===== config.mk =====
export PLATFORM = sky130hd
export DESIGN_NAME = checksummed_frame_receiver_unit
export DESIGN_NICKNAME = d
export VERILOG_FILES = /design/src/hdl/cfr_pkg.sv /design/src/hdl/checksummed_frame_receiver_unit.sv /design/src/hdl/cfr_ram.sv
export SDC_FILE = /design/constraint.sdc
export NUM_CORES = 1
export LEC_CHECK = 0
export BUFFER_PORTS_ARGS = -buffer_cell sky130_fd_sc_hd__buf_2
export CORE_ASPECT_RATIO = 1.2
export CORE_UTILIZATION = 28
export DETAILED_ROUTE_END_ITERATION = 6
export PLACE_DENSITY = 0.43
export SYNTH_ARGS = -nofsm -noshare
export SYNTH_HDL_FRONTEND = slang
export SYNTH_SLANG_ARGS = --single-unit

===== constraint.sdc =====
create_clock -name clk_i -period 2.6 [get_ports clk_i]
set_input_delay 0.13 -clock clk_i [delete_from_list [all_inputs] [get_ports clk_i]]
set_output_delay 0.13 -clock clk_i [all_outputs]
set_load 0.03 [all_outputs]

===== src/hdl/cfr_pkg.sv =====
// ----------------------------------------------------------------------------
// cfr_pkg
// Shared constants for the checksummed frame receiver: frame size default,
// preamble and header byte values, header length.
// ----------------------------------------------------------------------------
`default_nettype none

package cfr_pkg;

  // default number of bytes held for one frame
  localparam int unsigned FRAME_BYTES = 32;

  // frame layout
  localparam logic [7:0]  PREAMBLE = 8'hFC;
  localparam logic [7:0]  HDR_A    = 8'h01;
  localparam logic [7:0]  HDR_B    = 8'h30;
  localparam int unsigned HDR_LEN  = 5;

endpackage : cfr_pkg

`default_nettype wire


===== src/hdl/checksummed_frame_receiver_unit.sv =====
// ----------------------------------------------------------------------------
// checksummed_frame_receiver_unit
// Hunts for frames (preamble, type, two header bytes, length, payload,
// checksum) in a byte stream; for a frame whose additive checksum matches
// it emits one result per payload byte, or one without data if empty.
// ----------------------------------------------------------------------------
// sequence: a received byte is transferred, then makes one pass through
//   the shared adder/compare step; the checksum byte of a good frame then
//   emits its results, each as a ram read (none if empty), then present
// input: a new byte is taken only once the last one and any results it
//   emits are done; the read step comes from the store's registered read port
// reset: clears the sequencer, byte position and running sum; the frame
//   store is not cleared
`default_nettype none

module checksummed_frame_receiver_unit #(
  parameter int unsigned FrameBytes = cfr_pkg::FRAME_BYTES
) (
  input  wire logic       clk_i,
  input  wire logic       rst_ni,
  input  wire logic       in_valid_i,
  output      logic       in_stall_o,
  input  wire logic       action_i,
  input  wire logic [7:0] rx_byte_i,
  output      logic       out_valid_o,
  input  wire logic       out_stall_i,
  output      logic [7:0] frame_type_o,
  output      logic [4:0] payload_length_o,
  output      logic [4:0] byte_index_o,
  output      logic [7:0] data_byte_o,
  output      logic       has_data_o,
  output      logic       last_o
);

  localparam int unsigned AW = $clog2(FrameBytes);
  localparam int unsigned PW = $clog2(FrameBytes + 1);
  localparam int unsigned LW = (FrameBytes - cfr_pkg::HDR_LEN > 1) ?
                               $clog2(FrameBytes - cfr_pkg::HDR_LEN) : 1;
  localparam logic [7:0]  LenLimit = 8'(FrameBytes - cfr_pkg::HDR_LEN);

  typedef enum logic [3:0] {
    ST_IDLE    = 4'b0001,
    ST_PROC    = 4'b0010,
    ST_EMIT_RD = 4'b0100,
    ST_EMIT    = 4'b1000
  } state_e;

  state_e         state_q, state_d;
  logic           action_q;
  logic [7:0]     byte_q;
  logic [PW-1:0]  pos_q, pos_d;
  logic [7:0]     sum_q, sum_d;
  logic [7:0]     type_q, type_d;
  logic [LW-1:0]  len_q, len_d;
  logic [LW-1:0]  idx_q, idx_d;
  logic           has_data_q, has_data_d;

  logic           in_xfer, out_xfer;
  logic [7:0]     add_res;
  logic           ram_we, ram_re;
  logic [AW-1:0]  ram_raddr;
  logic [7:0]     ram_rdata;
  logic [31:0]    len_ext, idx_ext;
  logic           idx_last;

  assign in_xfer  = in_valid_i && !in_stall_o;
  assign out_xfer = out_valid_o && !out_stall_i;

  // shared adder: accumulates the sum and checks the checksum byte
  // (0xFC - sum == b is the same as sum + b == 0xFC)
  assign add_res = sum_q + byte_q;

  assign idx_last  = (idx_q == len_q - LW'(1));
  assign ram_we    = (state_q == ST_PROC) && !action_q && (pos_q < PW'(FrameBytes));
  assign ram_re    = (state_q == ST_EMIT_RD);
  assign ram_raddr = AW'(cfr_pkg::HDR_LEN) + AW'(idx_q);

  cfr_ram #(
    .Width(8),
    .Depth(FrameBytes)
  ) u_store (
    .clk_i  (clk_i),
    .we_i   (ram_we),
    .waddr_i(pos_q[AW-1:0]),
    .wdata_i(byte_q),
    .re_i   (ram_re),
    .raddr_i(ram_raddr),
    .rdata_o(ram_rdata)
  );

  always_comb begin
    state_d    = state_q;
    pos_d      = pos_q;
    sum_d      = sum_q;
    type_d     = type_q;
    len_d      = len_q;
    idx_d      = idx_q;
    has_data_d = has_data_q;
    unique case (state_q)
      ST_IDLE: begin
        if (in_xfer) begin
          state_d = ST_PROC;
        end
      end
      ST_PROC: begin
        state_d = ST_IDLE;
        pos_d   = pos_q + PW'(1);
        sum_d   = add_res;
        if (action_q) begin
          pos_d = '0;
          sum_d = '0;
        end else if (pos_q == PW'(0)) begin
          if (byte_q != cfr_pkg::PREAMBLE) begin
            pos_d = '0;
            sum_d = '0;
          end
        end else if (pos_q == PW'(1)) begin
          type_d = byte_q;
        end else if (pos_q == PW'(2)) begin
          if (byte_q != cfr_pkg::HDR_A) begin
            pos_d = '0;
            sum_d = '0;
          end
        end else if (pos_q == PW'(3)) begin
          if (byte_q != cfr_pkg::HDR_B) begin
            pos_d = '0;
            sum_d = '0;
          end
        end else if (pos_q == PW'(4)) begin
          len_d = byte_q[LW-1:0];
          if (byte_q >= LenLimit) begin
            pos_d = '0;
            sum_d = '0;
          end
        end else if (pos_q >= PW'(cfr_pkg::HDR_LEN) + PW'(len_q)) begin
          // checksum byte ends the frame either way
          pos_d = '0;
          sum_d = '0;
          idx_d = '0;
          if (add_res == cfr_pkg::PREAMBLE) begin
            has_data_d = (len_q != '0);
            state_d    = (len_q != '0) ? ST_EMIT_RD : ST_EMIT;
          end
        end
      end
      ST_EMIT_RD: begin
        state_d = ST_EMIT;
      end
      ST_EMIT: begin
        if (out_xfer) begin
          if (!has_data_q || idx_last) begin
            state_d = ST_IDLE;
          end else begin
            idx_d   = idx_q + LW'(1);
            state_d = ST_EMIT_RD;
          end
        end
      end
      default: begin
        state_d = ST_IDLE;
      end
    endcase
  end

  always_ff @(posedge clk_i or negedge rst_ni) begin
    if (!rst_ni) begin
      state_q <= ST_IDLE;
      pos_q   <= '0;
      sum_q   <= '0;
    end else begin
      state_q <= state_d;
      pos_q   <= pos_d;
      sum_q   <= sum_d;
    end
  end

  always_ff @(posedge clk_i) begin
    if (in_xfer) begin
      action_q <= action_i;
      byte_q   <= rx_byte_i;
    end
    type_q     <= type_d;
    len_q      <= len_d;
    idx_q      <= idx_d;
    has_data_q <= has_data_d;
  end

  assign len_ext = 32'(len_q);
  assign idx_ext = 32'(idx_q);

  assign in_stall_o       = (state_q != ST_IDLE);
  assign out_valid_o      = (state_q == ST_EMIT);
  assign frame_type_o     = type_q;
  assign payload_length_o = has_data_q ? len_ext[4:0] : 5'd0;
  assign byte_index_o     = has_data_q ? idx_ext[4:0] : 5'd0;
  assign data_byte_o      = has_data_q ? ram_rdata : 8'd0;
  assign has_data_o       = has_data_q;
  assign last_o           = !has_data_q || idx_last;

  // a result never overlaps taking a new byte
  a_out_blocks_in: assert property (@(posedge clk_i) disable iff (!rst_ni)
    out_valid_o |-> in_stall_o)
    else $error("result offered while input is open");

  // every transfer in goes through the processing step next
  a_in_to_proc: assert property (@(posedge clk_i) disable iff (!rst_ni)
    in_xfer |=> (state_q == ST_PROC))
    else $error("accepted byte not processed");

  // payload index stays inside the frame's length
  a_idx_range: assert property (@(posedge clk_i) disable iff (!rst_ni)
    (out_valid_o && has_data_q) |-> (idx_q < len_q))
    else $error("payload index beyond length");

  // an empty-payload result is always the final one
  a_empty_last: assert property (@(posedge clk_i) disable iff (!rst_ni)
    (out_valid_o && !has_data_o) |-> last_o)
    else $error("empty-payload result not marked last");

  // byte position never runs past the frame store
  a_pos_range: assert property (@(posedge clk_i) disable iff (!rst_ni)
    pos_q < PW'(FrameBytes))
    else $error("byte position overflow");

endmodule : checksummed_frame_receiver_unit

`default_nettype wire


===== src/hdl/cfr_ram.sv =====
// ----------------------------------------------------------------------------
// cfr_ram
// Generic single-write, single-read RAM with registered read data.
// ----------------------------------------------------------------------------
`default_nettype none

module cfr_ram #(
  parameter int unsigned Width = 8,
  parameter int unsigned Depth = cfr_pkg::FRAME_BYTES
) (
  input  wire logic                     clk_i,
  input  wire logic                     we_i,
  input  wire logic [$clog2(Depth)-1:0] waddr_i,
  input  wire logic [Width-1:0]         wdata_i,
  input  wire logic                     re_i,
  input  wire logic [$clog2(Depth)-1:0] raddr_i,
  output      logic [Width-1:0]         rdata_o
);

  logic [Width-1:0] mem_q [Depth];
  logic [Width-1:0] rdata_q;

  always_ff @(posedge clk_i) begin
    if (we_i) begin
      mem_q[waddr_i] <= wdata_i;
    end
    if (re_i) begin
      rdata_q <= mem_q[raddr_i];
    end
  end

  assign rdata_o = rdata_q;

endmodule : cfr_ram

`default_nettype wire

* Yosys cells after proc, flatten, opt, wreduce, memory -nomap -nowiden
Memory sizes are Yosys's and may differ from the RTL's. A register that Yosys moved wholly into a read port is not among the register bits.
Cells that the tools add are included.
** Cells by class
- Eq/ne operators :: 24
- Magnitude comparators :: 3
- Muxes and demuxes :: 50
- Reduce and logical (&&, ||, !) cells :: 17
- Bitwise gates (word level) :: 6
- Add/subtract/negate cells :: 6
** Operators by type and width (count)
- 2-to-1 mux 8 bit :: 12
- 2-to-1 mux 6 bit :: 11
- 2-to-1 mux 5 bit :: 11
- 2-to-1 mux 4 bit :: 11
- != test 2 bit (second input constant) :: 8
- one-hot mux 4 bit (4 select lines) :: 1
- equality test 6 x 2 -> 1 bit (second input constant) :: 2
- one-hot mux 5 bit (2 select lines) :: 1
- AND reduction 10 bit :: 1
- AND reduction 9 bit :: 1
- adder 8 bit :: 1
- equality test 8 bit (second input constant) :: 1
- greater-or-equal comparator 8 x 5 -> 1 bit (second input constant) :: 1
- != test 8 x 1 -> 1 bit (second input constant) :: 1
- != test 8 x 6 -> 1 bit (second input constant) :: 1
- != test 8 bit (second input constant) :: 1
- AND reduction 7 bit :: 1
- adder 3 x 5 -> 6 bit (first input constant) :: 1
- adder 6 x 1 -> 6 bit (second input constant) :: 1
- equality test 6 x 1 -> 1 bit (second input constant) :: 1
- equality test 6 x 3 -> 1 bit (second input constant) :: 1
- greater-or-equal comparator 6 bit :: 1
- logical NOT 6 bit :: 1
- less-than comparator 6 bit (second input constant) :: 1
- other kinds (20) :: 33
** Storage, ports and cells
- RAM bits :: 256
- Word-level logic and storage cells :: 116
- Memories :: 1
- Input port bits :: 13
- Output and inout bits :: 30
- Bits in registers :: 46
** Memories
- u_store.mem_q :: words 32, bits a word 8, rd ports 1, clocked after Yosys merged registers in 1, write ports 1, RTL line cfr_ram.sv:20 : logic [Width-1:0] mem_q [Depth];

* Longest topological paths before layout
Gate-level depths: netlist of run 1.
- Depth after elaboration :: 11
- Depth in mapped cells :: 9
- Depth with buffers taken out :: 9

* Modules after synthesis
A second synthesis of run 1 with hierarchy kept.
** Second synthesis, totals
- Cell total of the unflattened synthesis :: 707
- Area total of the unflattened synthesis :: 13067.5 sq um
** Modules (own cells, without submodules)
- cfr_ram :: times used 1, cells an instance 417, sequential area each 7927.6 sq um, area each 10133.5 sq um
- checksummed_frame_receiver_unit :: times used 1, cells an instance 290, sequential area each 1292.5 sq um, area each 2934.1 sq um

* Worst setup path before layout of run 1
No wires, ideal clock.
- Kind :: register to register
- From :: register byte_q[0]
- To :: register has_data_q, in the netlist has_data_o, enable pin
- Setup slack :: -0.101 ns
- Buffers on the path :: 0
- Arrival :: 2.388 ns
- Required time :: 2.288 ns
- Cell stages (with the launch flop) :: 10
- Cells stage by stage :: edfxtp_1 ha_1 inv_1 fa_1 nand2b_1 a21oi_1 or4b_2 nand3_1 nand2_1 nor3_1
** On the way
- Longest elaborated chain between the ends :: 3
** Ends and longest elaborated chain
- from (decl) :: RTL line checksummed_frame_receiver_unit.sv:50 : logic [7:0] byte_q;
- from (signal assigned) :: RTL line checksummed_frame_receiver_unit.sv:180 : byte_q <= rx_byte_i;
- adder 8 bit :: RTL line checksummed_frame_receiver_unit.sv:71 : assign add_res = sum_q + byte_q;
- equality test 8 bit :: RTL line checksummed_frame_receiver_unit.sv:140 : if (add_res == cfr_pkg::PREAMBLE) begin
- AND reduction 9 bit (no source line)
- to (signal assigned) :: RTL line checksummed_frame_receiver_unit.sv:185 : has_data_q <= has_data_d;
- to (decl) :: RTL line checksummed_frame_receiver_unit.sv:56 : logic has_data_q, has_data_d;
No other way between the ends.
A chain may end at the register's enable or synchronous reset.

* Worst setup path after layout of run 1
- From :: register len_q[0]
- To :: register idx_q[2], enable pin
** On the way
- Longest elaborated chain between the ends :: 5
** Ends and longest elaborated chain
- from (decl) :: RTL line checksummed_frame_receiver_unit.sv:54 : logic [LW-1:0] len_q, len_d;
- from (signal assigned) :: RTL line checksummed_frame_receiver_unit.sv:183 : len_q <= len_d;
- branches (longest 4 deep; another with adder 3 x 5 -> 6 bit)
- AND reduction 10 bit (no source line) (*)
- to (signal assigned) :: RTL line checksummed_frame_receiver_unit.sv:184 : idx_q <= idx_d;
- to (decl) :: RTL line checksummed_frame_receiver_unit.sv:55 : logic [LW-1:0] idx_q, idx_d;
Every way passes the cells marked *.

==> impl_metrics.csv, run 1 <==
group,metric,value,unit
synth,synth_edf_count,292,
floorplan,initial_utilization,28.65,%
detailed_routing,ant_nets,0,
timing,fin_crit_sh,101.3,%
timing,worst_slack,-0.03253,ns
worst_setup_path,r2r_end,"idx_q[2]",
placement,globalplace.congestion,0.7554,
floorplan,rows,85,
synth,synthArstFlopShare,5.806,%
global_routing,grt-ovfl-total,0,
finish,nets,860,
worst_setup_path,r2r_slack,-0.03,ns
floorplan,die_area,47120,µm²
worst_setup_path,worstPathArrival,2.85,ns
floorplan,fp.dieW,198.3,µm
worst_setup_path,path_max_fanout,5,
timing,setup_tns,-0.1937,ns
finish,regArea,9220,µm²
detailed_routing,drt_iter0_drc,515,
outcome,violations,"setup timing",
worst_setup_path,setup.worst_path.start,"len_q[0]",
finish,fin_area,15770,µm²
floorplan,io_pins,43,
timing,hold-worst-slack,0.1197,ns
timing,relSlewSlack,63.06,%
placement,portBuffers,42,
synth,synthFlopType,"edfxtp_1",
outcome,status,"finished with violations",
timing,fmax,379.9,MHz
finish,layout.cells.most_common,"edfxtp_1",
worst_setup_path,cp.required,2.81,ns
clock_tree,clock_latency,0.52,ns
synth,ys_ff_latch,310,
worst_setup_path,criticalPathCategory,"flop to flop",
placement,place_area,14500,µm²
clock_tree,clock-root-buffer,"clkbuf_16",
floorplan,die_h,237.6,µm
worst_setup_path,worstSetupStartpointType,"flop",
finish,final_cell_mix,"edfxtp_1, mux4_2, buf_4",
placement,hpwl,20590,µm
timing,maxSlewViolCount,0,
finish,fillCellCount,4305,
timing,final_hold_viol_count,0,
detailed_routing,vias,6821,
worst_setup_path,r2r_cells,9,
synth,yosys_warnings,0,
clock_tree,clockBufferDepth,3,
job,maxCapViolations,0,
synth,ys_types,62,
timing,period_needed,2.633,ns
power,leakagePower,5.277,nW
detailed_routing,drtPass1Iterations,6,
detailed_routing,post-route-drc-count,0,
timing,setup-violations-final,9,
synth,syn_avg_cell_area,19.05,µm²
synth,ys_seq_area_share,71.19,%
clock_tree,htree_levels,2,
finish,drive_gt1_share,34.55,%
worst_setup_path,r2r_start,"len_q[0]",
global_routing,grt_pass1_wl,47610,µm
global_routing,grt_pass1_vias,7418,
finish,multi_input_area,3661,µm²
clock_tree,cts_tree,"done",
detailed_routing,routed_wl,31490,µm
clock_tree,cts.sinks,310,
global_routing,antenna_found_initial,0,
power,ir_drop,0.4759,mV
timing,clock_skew,0.02401,ns
finish,syn_to_final_growth,21.78,%
finish,diodes,0,
floorplan,core_area,45200,µm²
timing,rsz0062_at_grt,"yes",
global_routing,track_usage,13.81,%
synth,syn_inst,680,
global_routing,grt_max_degree,38,
power,powerDensity,774.6,nW/µm²
hold_path,hp-class,"primary input to asynchronous set/reset pin",
timing,worst_pin_slew,0.5528,ns
detailed_routing,wl_per_cell,21.57,µm
worst_setup_path,worstSetupEndpointType,"flop",
synth,synth_area,12950,µm²
synth,syn_nets,714,
clock_tree,clk_pin_slew,0.06,ns
detailed_routing,vias_per_cell,4.672,
clock_tree,cts_made_buffers,34,
cells in the mapped netlist (2+ instances only):
| cell | count | area [µm²] |
|---|---|---|
| edfxtp_1 | 292 | 8768 |
| mux4_2 | 80 | 1802 |
| nor2_1 | 50 | 187.7 |
| and2_1 | 22 | 137.6 |
| ha_1 | 20 | 250.2 |
| nand2_1 | 18 | 67.56 |
| dfrtp_1 | 17 | 425.4 |
| clkbuf_1 | 16 | 60.06 |
| xor2_1 | 12 | 105.1 |
| o21ai_0 | 11 | 55.05 |
| inv_1 | 10 | 37.54 |
| xnor2_1 | 10 | 87.58 |
| mux2_2 | 8 | 90.09 |
| nand3_1 | 8 | 40.04 |
| a21oi_1 | 7 | 35.03 |
| a22o_1 | 7 | 61.31 |
| buf_2 | 7 | 35.03 |
| nor3_1 | 7 | 35.03 |
| nand2b_1 | 6 | 37.54 |
| a211oi_1 | 4 | 30.03 |
| a31oi_1 | 4 | 25.02 |
| and3_1 | 4 | 25.02 |
| nor3b_1 | 4 | 30.03 |
| or3_1 | 4 | 25.02 |
| nand3b_1 | 3 | 22.52 |
| o21ai_1 | 3 | 15.01 |
| o31ai_1 | 3 | 22.52 |
| a21o_1 | 2 | 15.01 |
| buf_4 | 2 | 15.01 |
| buf_6 | 2 | 22.52 |
| nand4b_1 | 2 | 17.52 |
| nor4_1 | 2 | 12.51 |
| or2_2 | 2 | 12.51 |
| or3b_2 | 2 | 17.52 |
| or3b_4 | 2 | 22.52 |
routing by layer:
layer / GRT usage [%] / vias to the layer above / part of all wire (%)
met5: 0 / - / 0
met3: 2.029 / 45 / 3.8
met4: 4.510 / 0 / 2.3
met2: 23.57 / 138 / 51
li1: - / 3050 / -
met1: 17.89 / 3588 / 43
repair_timing:
item / 4_1_cts / 5_1_grt
setup buffers: 2 / 0
gates resized for setup: 8 / 14
endpoints found under the setup margin: 24 / 25
hold buffers: 12 / 0
endpoints found under the hold margin: 30 / 0
pin swaps: 11 / 6
cell type report:
type | instances | area share [%]
clock buffers | 40 | 5.672
clock inverters | 21 | 0.9282
inverters | 10 | 0.2380
multi-input cells | 332 | 23.21
flip-flops and latches | 310 | 58.46
well taps | 609 | 4.831
repair buffers | 138 | 6.656
sequential cells by signal, indices dropped and copies added, names as in the netlist:
register,count
len_q,5
action_q,1
has_data_o,1
state_q,4
pos_q,6
u_store.mem_q,256
u_store.rdata_o,8
idx_q,5
byte_q,8
sum_q,8
frame_type_o,8
report_power, final:
group | leakage, nW | internal, mW | switching (mW)
clock network | 0.506 | 2.58 | 1.98
logic | 1.90 | 0.801 | 1.05
registers | 2.88 | 5.73 | 0.0759
total | 5.28 | 9.12 | 3.10
worst max path at each step:
| stage | endpoint | slack, ns |
|---|---|---|
| 2_1_floorplan | has_data_o | -0.08 |
| 5_1_grt | has_data_o | -0.18 |
| 3_5_place_dp | has_data_o | -0.14 |
| 6_report | idx_q[2] | -0.03 |
| 4_1_cts | idx_q[2] | -0.04 |
| 3_3_place_gp | idx_q[3] | -0.08 |
metrics by stage:
| step | setup slack [ns] | power, mW | utilization [%] | instances |
|---|---|---|---|---|
| CTS | -0.03733 | 12.40 | 34.75 | 1460 |
| global placement | -0.08369 | 7.735 | 32.08 | 1385 |
| global route | -0.1765 | 12.68 | 34.89 | 1460 |
| floorplan | -0.07707 | 7.030 | - | 680 |
| finish | -0.03253 | 12.22 | 34.89 | 1460 |
| detailed placement | -0.1384 | 7.777 | 32.08 | 1385 |
cells by family after synthesis:
group                    synth area share (%)
AO/OA/AOI/OAI                           3.207
buffers and inverters                   1.343
XOR/XNOR                                1.488
adder cells (fa/ha/maj)                 2.087
multiplexers                            14.68
AND/OR/NAND/NOR                         5.999
flip-flops                              71.19
critical path, stage by stage, from the launching register on:
cell      delay [ns]
edfxtp_1        0.43
buf_6           0.15
a21o_1          0.19
xnor2_1         0.14
ha_1            0.32
a41oi_2         0.12
o22a_1          0.19
or4_4           0.51
nand2_2         0.08
and3_4          0.22
(Power assumes the default switching activity.)
==> run 2: changes to the inputs <==
- SETUP_SLACK_MARGIN: default -> 0.5
==> run 2 against run 1 <==
Compared with the run above:
- first-iteration DRC count is 6.2% higher
- clock power is 0.9% lower
- register-to-register slack better by 0.07 ns
- sequential cell count stayed put
- largest cell class unchanged
- total power is 4.0% higher
- clock skew is 0.0052 ns higher
- critical path type unchanged
- the run now ends clean
- design area is 9.1% higher
- sequential power hardly changed
- wire length is 8.0% higher
==> impl_metrics.csv, run 2 (synthesis gave the netlist of run 1 again) <==
group,metric,value,unit
detailed_routing,routed_wl,34020,µm
timing,final_hold_viol_count,0,
finish,layout.cells.most_common,"edfxtp_1",
clock_tree,cts.sinks,310,
finish,multi_input_area,4148,µm²
placement,pre_cts_ws,-0.1012,ns
detailed_routing,post-route-drc-count,0,
global_routing,grt_util_met1,18.31,%
clock_tree,cts_made_buffers,31,
detailed_routing,drt_iter0_drc,547,
floorplan,die_area,47120,µm²
timing,fin_crit_sh,98.41,%
worst_setup_path,criticalPathCategory,"flop to flop",
job,maxCapViolations,0,
global_routing,grt-ovfl-total,0,
global_routing,grt_pass1_vias,7610,
global_routing,grt_pass1_wl,49280,µm
global_routing,use_met3,1.731,%
detailed_routing,ant_nets,0,
worst_setup_path,worstSetupEndpointType,"flop",
power,leakagePower,5.751,nW
hold_path,hp-class,"primary input to asynchronous set/reset pin",
floorplan,core_area,45200,µm²
global_routing,busiest_layer,"met2",
clock_tree,clockBufferDepth,3,
floorplan,rows,85,
timing,setup-violations-final,0,
finish,regMostFlops,"u_store.mem_q",
power,power.total,12.71,mW
clock_tree,clock_latency,0.58,ns
detailed_routing,wl_per_cell,22.85,µm
placement,portBuffers,42,
timing,hold-worst-slack,0.06907,ns
finish,largest_reg_flops,256,
worst_setup_path,r2r_cells,10,
finish,syn_to_final_growth,32.81,%
clock_tree,clock-root-buffer,"clkbuf_16",
timing,fmax,390.8,MHz
global_routing,antenna_found_initial,0,
worst_setup_path,worstSetupStartpointType,"flop",
timing,maxSlewViolCount,0,
finish,post-route-util,38.05,%
timing,relSlewSlack,66.54,%
worst_setup_path,r2r_start,"len_q[0]",
floorplan,fp.dieW,198.3,µm
placement,globalplace.congestion,0.7935,
timing,clock_skew,0.02921,ns
global_routing,grtUsageMet2,25.70,%
timing,worst_slack,0.04137,ns
power,ir_drop,0.5114,mV
outcome,status,"completed",
power,powerDensity,738.7,nW/µm²
detailed_routing,vias,7025,
worst_setup_path,setup.worst_path.start,"len_q[0]",
worst_setup_path,r2r_end,"sum_q[3]",
finish,nets,894,
clock_tree,htree_levels,1,
timing,rsz0062_at_grt,"yes",
detailed_routing,vias_per_cell,4.718,
global_routing,grt_max_degree,38,
worst_setup_path,worstPathArrival,3.02,ns
worst_setup_path,cp-endpoint,"sum_q[3]",
finish,regArea,9220,µm²
detailed_routing,drtPass1Iterations,6,
global_routing,track_usage,14.44,%
placement,hpwl,21110,µm
worst_setup_path,cp.required,3.06,ns
timing,worst_pin_slew,0.5020,ns
worst_setup_path,path_max_fanout,7,
finish,diodes,0,
floorplan,io_pins,43,
finish,final_cell_mix,"edfxtp_1, mux4_2, buf_4",
floorplan,die_h,237.6,µm
timing,period_needed,2.559,ns
finish,drive_gt1_share,43.18,%
finish,fillCellCount,4093,
worst_setup_path,r2r_slack,0.04,ns
timing,setup_tns,0,ns
floorplan,initial_utilization,28.65,%
clock_tree,cts_tree,"done",
clock_tree,clk_pin_slew,0.06,ns
run 2: changes by cell type in the layout (fill, tap and decap cells not counted), sizes merged:
| cell | change |
|---|---|
| buf | +29 |
| bufinv | +4 |
| clkbuf | +2 |
| clkinv | -1 |
| inv | -5 |
run 2: final cells by class:
| class | count | area share, % |
|---|---|---|
| Tap cell | 609 | 4.430 |
| Inverter | 10 | 0.2764 |
| Clock inverter | 19 | 1.302 |
| Sequential cell | 310 | 53.60 |
| Clock buffer | 34 | 4.576 |
| Multi-Input combinational cell | 332 | 24.11 |
| Timing Repair Buffer | 175 | 11.70 |
run 2: where the power goes:
part / switching [mW] / total, mW / leakage [nW] / internal, mW
combinational: 1.22 / 2.37 / 2.39 / 1.15
sequential: 0.0815 / 5.81 / 2.88 / 5.73
clock: 1.86 / 4.52 / 0.486 / 2.65
run 2: metal layers:
layer | share of wire [%] | vias up
met5 | 0 | -
met4 | 2.1 | 0
met3 | 4.2 | 47
met2 | 53 | 162
met1 | 41 | 3689
li1 | - | 3127
run 2: critical path: stages, from the launching register on:
cell	delay, ns
edfxtp_1	0.43
ha_2	0.23
o21ai_2	0.12
xor2_1	0.09
ha_1	0.31
o21ai_1	0.07
o22a_1	0.21
buf_4	0.14
a221o_4	0.38
a31o_4	0.28
a22o_1	0.19
run 2: worst min path at each step:
stage / endpoint / from / slack [ns]
detailed placement: state_q[1] / rst_ni / 0.12
finish: state_q[1] / rst_ni / 0.07
CTS: state_q[1] / rst_ni / 0.07
global placement: state_q[1] / rst_ni / 0.10
floorplan: pos_q[0] / rst_ni / -0.17
global route: state_q[2] / rst_ni / 0.11
run 2: through the flow:
stage,instance area (µm²),instances
floorplan,13270,680
global placement,14630,1370
detailed placement,14630,1370
CTS,16760,1474
global route,17200,1489
finish,17200,1489
run 2: what timing repair did:
action / in CTS / in global routing
gates cloned: 3 / 8
hold buffers: 12 / 0
gates resized for setup: 97 / 41
hold endpoints to repair: 30 / 0
endpoints found under the setup margin: 298 / 298
pin swaps: 38 / 17
buffers inserted: 36 / 7
